File: src/rtl/sprq_pkg.sv
// Shared types and constants for the sleep and priority ready queue.
`default_nettype none
package sprq_pkg;

    // Operation codes
    localparam logic [1:0] OP_READY = 2'd0;
    localparam logic [1:0] OP_SLEEP = 2'd1;
    localparam logic [1:0] OP_TICK  = 2'd2;
    localparam logic [1:0] OP_PICK  = 2'd3;

    localparam int ID_W    = 8;
    localparam int PRIO_W  = 6;
    localparam int TICK_W  = 32;
    localparam int WOKEN_W = 7;
    localparam int S_DATA_W = 56;
    localparam int M_DATA_W = 24;

    typedef enum logic [1:0] {
        ST_IDLE,
        ST_EXEC,
        ST_WAKE,
        ST_FINISH
    } state_t;

    // Commands from controller to datapath
    typedef struct packed {
        logic cap;        // capture the input transfer, clear the result
        logic rdy_ins;    // insert the captured task into the ready queue
        logic slp_ins;    // insert the captured task into the sleep queue
        logic rdy_pop;    // pop the ready queue head
        logic wake_step;  // move the sleep queue head into the ready queue
        logic finish;     // load the result register
    } cmd_t;

    // Status from datapath to controller
    typedef struct packed {
        logic [1:0] op;
        logic       wake_due;
    } sts_t;

endpackage
`default_nettype wire

File: src/rtl/sprq_ctrl.sv
// Controller: sequences one operation at a time and owns both handshakes.
`default_nettype none
module sprq_ctrl (
    input  wire logic            aclk,
    input  wire logic            aresetn,
    input  wire logic            s_tvalid,
    output logic                 s_tready,
    output logic                 m_tvalid,
    input  wire logic            m_tready,
    input  wire sprq_pkg::sts_t  sts,
    output sprq_pkg::cmd_t       cmd
);
    sprq_pkg::state_t state_reg, state_next;
    logic             mv_reg, mv_next;

    // Next state
    always_comb begin
        state_next = state_reg;
        case (state_reg)
            sprq_pkg::ST_IDLE: begin
                if (s_tvalid && !mv_reg) state_next = sprq_pkg::ST_EXEC;
            end
            sprq_pkg::ST_EXEC: begin
                if (sts.op == sprq_pkg::OP_TICK) state_next = sprq_pkg::ST_WAKE;
                else                             state_next = sprq_pkg::ST_FINISH;
            end
            sprq_pkg::ST_WAKE: begin
                if (!sts.wake_due) state_next = sprq_pkg::ST_FINISH;
            end
            sprq_pkg::ST_FINISH: begin
                state_next = sprq_pkg::ST_IDLE;
            end
            default: begin
                state_next = sprq_pkg::ST_IDLE;
            end
        endcase
    end

    // Outputs
    always_comb begin
        cmd      = '0;
        s_tready = 1'b0;
        case (state_reg)
            sprq_pkg::ST_IDLE: begin
                s_tready = !mv_reg;
                cmd.cap  = s_tvalid && !mv_reg;
            end
            sprq_pkg::ST_EXEC: begin
                cmd.rdy_ins = (sts.op == sprq_pkg::OP_READY);
                cmd.slp_ins = (sts.op == sprq_pkg::OP_SLEEP);
                cmd.rdy_pop = (sts.op == sprq_pkg::OP_PICK);
            end
            sprq_pkg::ST_WAKE: begin
                cmd.wake_step = sts.wake_due;
            end
            sprq_pkg::ST_FINISH: begin
                cmd.finish = 1'b1;
            end
            default: begin
                cmd = '0;
            end
        endcase
    end

    // Result valid: set on finish, drop once the transfer completes
    always_comb begin
        mv_next = mv_reg;
        if (m_tready) mv_next = 1'b0;
        if (state_reg == sprq_pkg::ST_FINISH) mv_next = 1'b1;
    end

    assign m_tvalid = mv_reg;

    always_ff @(posedge aclk) begin
        if (!aresetn) begin
            state_reg <= sprq_pkg::ST_IDLE;
            mv_reg    <= 1'b0;
        end else begin
            state_reg <= state_next;
            mv_reg    <= mv_next;
        end
    end

endmodule
`default_nettype wire

File: config.mk
export PLATFORM = sky130hd
export DESIGN_NAME = sprq_ctrl
export DESIGN_NICKNAME = d
export VERILOG_FILES = /design/src/rtl/sprq_pkg.sv /design/src/rtl/sprq_ctrl.sv
export SDC_FILE = /design/constraint.sdc
export NUM_CORES = 1
export LEC_CHECK = 0
export BUFFER_PORTS_ARGS = -buffer_cell sky130_fd_sc_hd__buf_2
export CORE_AREA = 2 2 39 41
export DETAILED_ROUTE_END_ITERATION = 7
export DIE_AREA = 0 0 41 43
export PLACE_DENSITY = 0.46
export SETUP_SLACK_MARGIN = 0.05
export SKIP_LAST_GASP = 1
export SYNTH_ARGS = -nofsm -noshare
export SYNTH_HDL_FRONTEND = slang
export SYNTH_SLANG_ARGS = --single-unit
File: constraint.sdc
create_clock -name aclk -period 1.99 [get_ports aclk]
set_clock_uncertainty 0.15 [all_clocks]
set_input_delay 0.0995 -clock aclk [delete_from_list [all_inputs] [get_ports aclk]]
set_output_delay 0.0995 -clock aclk [all_outputs]
set_load 0.03 [all_outputs]
==> impl_metrics.env, run 1 <==
export IMPL_outcome="complete, no violations"
export IMPL_gr_total_overflow=0
export IMPL_first_pass_iters=2
export IMPL_power_leakage_nw=0.222
export IMPL_wl_met3_um=33
export IMPL_synth_area_top_cells="ha_1, dfxtp_1, inv_1"
export IMPL_hold_viol=0
export IMPL_synthCells=30
export IMPL_vias=245
export IMPL_syn_to_final_growth_pct=42.2
export IMPL_drv_cap=0
export IMPL_yosysSeqAreaShare_pct=21.3
export IMPL_grt_max_degree=6
export IMPL_die_y_um=43
export IMPL_synth_seq_cells=3
export IMPL_clk_latency_ns=0.23
export IMPL_antenna_left=0
export IMPL_min_period_ns=1.73
export IMPL_path_cells="inv_1, ha_1, and2b_2, and2_1, buf_2"
export IMPL_wl_met2_um=217
export IMPL_die_w_um=41
export IMPL_row_count=14
export IMPL_layout_nets=61
export IMPL_grt_pass1_wl_um=828
export IMPL_clk_pin_slew_ns=0.04
export IMPL_max_vdd_ir_drop_mv=0.446
export IMPL_routed_wl_um=506
export IMPL_cts_resized_gates=0
export IMPL_topRoutingLayerUsed="met3"
export IMPL_routedWlPerCell_um=7.91
export IMPL_route_layer_met1_wl_um=255
export IMPL_finalCritPeriodShare_pct=86.9
export IMPL_fmax_mhz=578
export IMPL_h_tree_depth=1
export IMPL_n_antenna_cell=0
export IMPL_drc_errors=0
export IMPL_ys_warn_count=0
export IMPL_worst_slew_pin_slew_ns=0.181
export IMPL_crit_slowest_cell="dfxtp_1"
export IMPL_synthesis_area_um2=282
export IMPL_cts_path_max_buffers=2
export IMPL_power_density_nw_per_um2=1450
export IMPL_root_buffer="clkbuf_4"
export IMPL_critPathMaxFanout=5
export IMPL_finalPower_w=0.000579
export IMPL_setup_violations=0
export IMPL_dieArea_um2=1760
export IMPL_tns_ns=0
export IMPL_worstSetupStartpointType="register"
export IMPL_crit_type="register to output port"
export IMPL_numCtsBuffers=3
export IMPL_ys_flop_type="dfxtp_1"
export IMPL_relSlewSlack_pct=87.9
export IMPL_syn_avg_cell_area_um2=9.38
export IMPL_critPathRequiredTime_ns=1.74
export IMPL_ios=15
export IMPL_clock_sinks=3
export IMPL_critPathArrivalTime_ns=1.48
export IMPL_path_delay_family="flip-flops"
export IMPL_synth_largest_area_cell="ha_1"
export IMPL_rrSetupSlack_ns=0.47
export IMPL_place_hpwl_um=440
export IMPL_initialDrtViolationCount=1
export IMPL_cts_setup_buffers=0
export IMPL_track_usage_pct=6.91
export IMPL_crit_path_max_incr_delay_ns=0.40
export IMPL_core_um2=1380
export IMPL_worst_setup_path_end_kind="output port"
export IMPL_synthArstFlopShare_pct=0
export IMPL_synth_top_cell_area_share_pct=22.2
export IMPL_nFillCells=164
export IMPL_largest_register_ffs=2
export IMPL_antenna_found_initial=0
export IMPL_cts_tree="yes"
export IMPL_port_buffers=14
export IMPL_first_global_vias=235
export IMPL_drive_gt1_share_pct=47.9
export IMPL_vias_per_cell=3.83
export IMPL_finalMaxSlewViolations=0
export IMPL_start_util_pct=20.3
export IMPL_rsz0062_at_grt="no"
export IMPL_place_gp_congestion=0.630
export IMPL_min_path_type="input pin to register"
export IMPL_crit_buf_inv=2
export IMPL_syn_nets=42
export IMPL_synth_cell_type_count=18
export IMPL_synth_edff_count=0
worst paths after layout:
path                               endpoint  cells past startpoint                 startpoint
setup / recovery                     cmd[5]                      5  state_reg[1]$_SDFFE_PN0P_
setup reg to reg  state_reg[0]$_SDFFE_PN0P_                      6  state_reg[0]$_SDFFE_PN0P_
hold / removal        m_tvalid$_SDFFE_PN0P_                      4                   m_tready
hold reg to reg       m_tvalid$_SDFFE_PN0P_                      2      m_tvalid$_SDFFE_PN0P_
synth_stat cells (2+ instances only):
master   count
ha_1         5
inv_1        5
dfxtp_1      3
and3_1       2
nor2_1       2
per-stage QoR:
stage	hold slack, ns	std cells	setup WS, ns	utilization (%)	instance area [µm²]
floorplan	0.110	30	0.397	-	282
global placement	0.214	59	0.437	26.3	364
detailed placement	0.229	59	0.443	26.3	364
CTS	0.0119	64	0.227	28.9	400
global route	0.0522	64	0.146	28.9	400
finish	0.0160	64	0.260	28.9	400
layer usage:
metal / GRT usage (%) / vias up
met5: 0 / -
met4: 4.00 / 0
met3: 3.14 / 0
met2: 10.0 / 8
met1: 7.99 / 105
li1: - / 132
area by class of cell:
cell class,instances,area (µm²),share of cell area (%)
inverters,5,18.8,4.69
clock buffers,4,26.3,6.56
well taps,16,20.0,5.00
flip-flops and latches,3,60.1,15.0
multi-input cells,21,195,48.7
repair buffers,15,80.1,20.0
worst min-delay path: stages:
cell and delay (ns):
buf_2 0.09, inv_1 0.04, a21oi_1 0.05, nor2_1 0.07
cells by family (layout without fill, tap and decap cells):
family | after synthesis | after routing | share of synthesized area (%)
buffers and inverters | 6 | 24 | 9.34
DFF | 3 | 3 | 21.3
adders and majority gates | 5 | 5 | 22.2
muxes | 1 | 1 | 3.56
AOI/OAI and AO/OA | 5 | 5 | 16.9
and+or+nand+nor | 10 | 10 | 26.7
timing repair:
action | in CTS | in global routing
hold endpoints to repair | 2 | 0
setup endpoints to repair | 0 | 0
hold buffers | 1 | 0
report_power, final:
part	leakage [nW]	switching (W)	internal [W]	total, W
registers	0.0247	0.0000262	0.0000834	0.000110
clock network	0.0150	0.0000301	0.0000751	0.000105
logic	0.182	0.000214	0.000150	0.000364
total	0.222	0.000270	0.000309	0.000579
cell usage in the layout (no fill, tap or decap):
| master | instances |
|---|---|
| buf_2 | 14 |
| inv_1 | 5 |
| ha_1 | 5 |
| clkbuf_4 | 3 |
| dfxtp_1 | 3 |
| and3_1 | 2 |
| nor2_1 | 2 |
| and2_4 | 1 |
| nor3b_1 | 1 |
| and2b_2 | 1 |
| and2_1 | 1 |
| nand2b_4 | 1 |
| a21oi_4 | 1 |
| mux2i_1 | 1 |
| a21oi_1 | 1 |
| o21ai_2 | 1 |
| o21ai_0 | 1 |
| and4b_1 | 1 |
| a211oi_2 | 1 |
| clkbuf_1 | 1 |
| dlygate4sd3_1 | 1 |
Power figures use the tool's default switching activity.
==> run 2, diff against run 1 <==
MAX_ROUTING_LAYER = met4   (was not set)
clock period = 2.22 ns   (was 1.99 ns; I/O delays follow)
==> run 2 against run 1 <==
  * Final area stayed put
  * Core utilization unchanged
  * Register-to-register slack better by 0.25 ns
  * Critical path depth unchanged
  * Wire length grew 1.8%
  * Sequential share of layout area unchanged
  * Clock power shrank 10%
  * Hold slack gained 0.0068 ns
  * Global-route usage grew 0.38 points
  * Clock-buffer cell count did not move
  * Critical path type unchanged
==> impl_metrics.env, run 2 (same netlist as run 1, synthesis figures left out) <==
export IMPL_antenna_found_initial=0
export IMPL_syn_to_final_growth_pct=42.2
export IMPL_h_tree_depth=1
export IMPL_routedWlPerCell_um=8.05
export IMPL_place_inst=59
export IMPL_power_leakage_nw=0.222
export IMPL_ios=15
export IMPL_row_count=14
export IMPL_drive_gt1_share_pct=47.9
export IMPL_setup_violations=0
export IMPL_stdcell_count=64
export IMPL_place_gp_congestion=0.619
export IMPL_power_density_nw_per_um2=1310
export IMPL_rr_startpoint="state_reg[0]$_SDFFE_PN0P_"
export IMPL_cts_tree="yes"
export IMPL_grt_max_degree=6
export IMPL_crit_type="register to output port"
export IMPL_critPathArrivalTime_ns=1.49
export IMPL_place_hpwl_um=455
export IMPL_min_period_ns=1.75
export IMPL_switchingPower_w=0.000246
export IMPL_rsz0062_at_grt="no"
export IMPL_placed_area_um2=364
export IMPL_numCtsBuffers=3
export IMPL_initialDrtViolationCount=1
export IMPL_largest_register_ffs=2
export IMPL_final_common_cell="buf_2"
export IMPL_critPathRequiredTime_ns=1.96
export IMPL_postCtsHoldBufs=1
export IMPL_worstSetupStartpointType="register"
export IMPL_finalPower_w=0.000525
export IMPL_port_buffers=14
export IMPL_p_seq_share_pct=18.7
export IMPL_dieArea_um2=1760
export IMPL_first_pass_iters=2
export IMPL_setup_ws_ns=0.473
export IMPL_fmax_mhz=573
export IMPL_clock_sinks=3
export IMPL_track_usage_pct=7.29
export IMPL_crit_path_max_incr_delay_ns=0.40
export IMPL_worst_setup_path_end_kind="output port"
export IMPL_tns_ns=0
export IMPL_layout_nets=61
export IMPL_p_clk_share_pct=18.0
export IMPL_worst_slew_pin_slew_ns=0.193
export IMPL_finalCritPeriodShare_pct=78.7
export IMPL_crit_reg2reg_capture="state_reg[0]$_SDFFE_PN0P_"
export IMPL_final_cell_mix="buf_2, inv_1, ha_1"
export IMPL_internal_power_w=0.000279
export IMPL_dpl_worst_slack_ns=0.696
export IMPL_max_vdd_ir_drop_mv=0.257
export IMPL_clk_latency_ns=0.23
export IMPL_drc_errors=0
export IMPL_gr_total_overflow=0
export IMPL_ff2ff_path_depth=6
export IMPL_nFillCells=153
export IMPL_cts_setup_buffers=0
export IMPL_die_w_um=41
export IMPL_first_global_vias=225
export IMPL_path_cells="inv_1, ha_1, and2b_2, and2_1, buf_2"
export IMPL_antenna_left=0
export IMPL_cts_path_max_buffers=2
export IMPL_vias=255
export IMPL_min_path_type="input pin to register"
export IMPL_core_um2=1380
export IMPL_n_antenna_cell=0
export IMPL_drv_cap=0
export IMPL_outcome="complete, no violations"
export IMPL_pwr_share_comb_pct=63.3
export IMPL_die_y_um=43
export IMPL_p_sw_share_pct=46.9
export IMPL_hold_viol=0
export IMPL_root_buffer="clkbuf_4"
export IMPL_clk_pin_slew_ns=0.04
export IMPL_routed_wl_um=515
export IMPL_start_util_pct=20.3
export IMPL_finalMaxSlewViolations=0
export IMPL_vias_per_cell=3.98
export IMPL_crit_end="cmd[5]"
export IMPL_startpoint="state_reg[1]$_SDFFE_PN0P_"
export IMPL_relSlewSlack_pct=87.0
export IMPL_crit_slowest_cell="dfxtp_1"
export IMPL_critPathMaxFanout=5
export IMPL_rrSetupSlack_ns=0.72
export IMPL_grt_pass1_wl_um=834
export IMPL_cts_resized_gates=0
export IMPL_postLayoutCellArea_um2=400
run 2: cell counts in the layout (fill, tap and decap cells not counted):
No cell type changed its count.
run 2: worst min path at each step:
stage	end	from	cells after the start	slack, ns
6_report	m_tvalid$_SDFFE_PN0P_	m_tready	4	0.02
2_1_floorplan	state_reg[1]$_SDFFE_PN0P_	aresetn	2	0.12
5_1_grt	m_tvalid$_SDFFE_PN0P_	m_tready	4	0.06
3_3_place_gp	m_tvalid$_SDFFE_PN0P_	aresetn	3	0.23
4_1_cts	m_tvalid$_SDFFE_PN0P_	m_tready	4	0.02
3_5_place_dp	m_tvalid$_SDFFE_PN0P_	aresetn	3	0.24
run 2: critical path, delay by kind of cell, from the launching register on:
kind                       cells  cell delay [ns]
buffers and inverters          2             0.27
and+or+nand+nor                2             0.34
adders and majority gates      1             0.23
DFF                            1             0.40
run 2: per-stage QoR:
stage	utilization (%)	hold WS (ns)
finish	28.9	0.0228
global route	28.9	0.0619
CTS	28.9	0.0192
detailed placement	26.3	0.236
global placement	26.3	0.232
floorplan	-	0.121
run 2: layer usage:
metal / part of all wire [%] / vias to the layer above / global-route usage (%) / routed length (µm)
li1: - / 133 / - / -
met1: 43 / 112 / 7.03 / 220
met2: 49 / 10 / 11.6 / 254
met3: 8.0 / 0 / 4.71 / 41
met4: 0 / 0 / 2.00 / 0
met5: 0 / - / - / 0
run 2: layout make-up:
class,count,area (µm²),share of cell area (%)
Sequential cell,3,60.1,15.0
Timing Repair Buffer,15,80.1,20.0
Tap cell,16,20.0,5.00
Clock buffer,4,26.3,6.56
Multi-Input combinational cell,21,195,48.7
Inverter,5,18.8,4.69
run 2: power groups by stage:
stage / combinational (W) / clock (W) / sequential, W
after CTS: 0.000337 / 0.000101 / 0.000100
after global placement: 0.000340 / 0 / 0.000101
after global routing: 0.000367 / 0.000105 / 0.000104
final: 0.000332 / 0.0000944 / 0.0000983
after detailed placement: 0.000336 / 0 / 0.000101
after floorplan: 0.000266 / 0 / 0.0000995
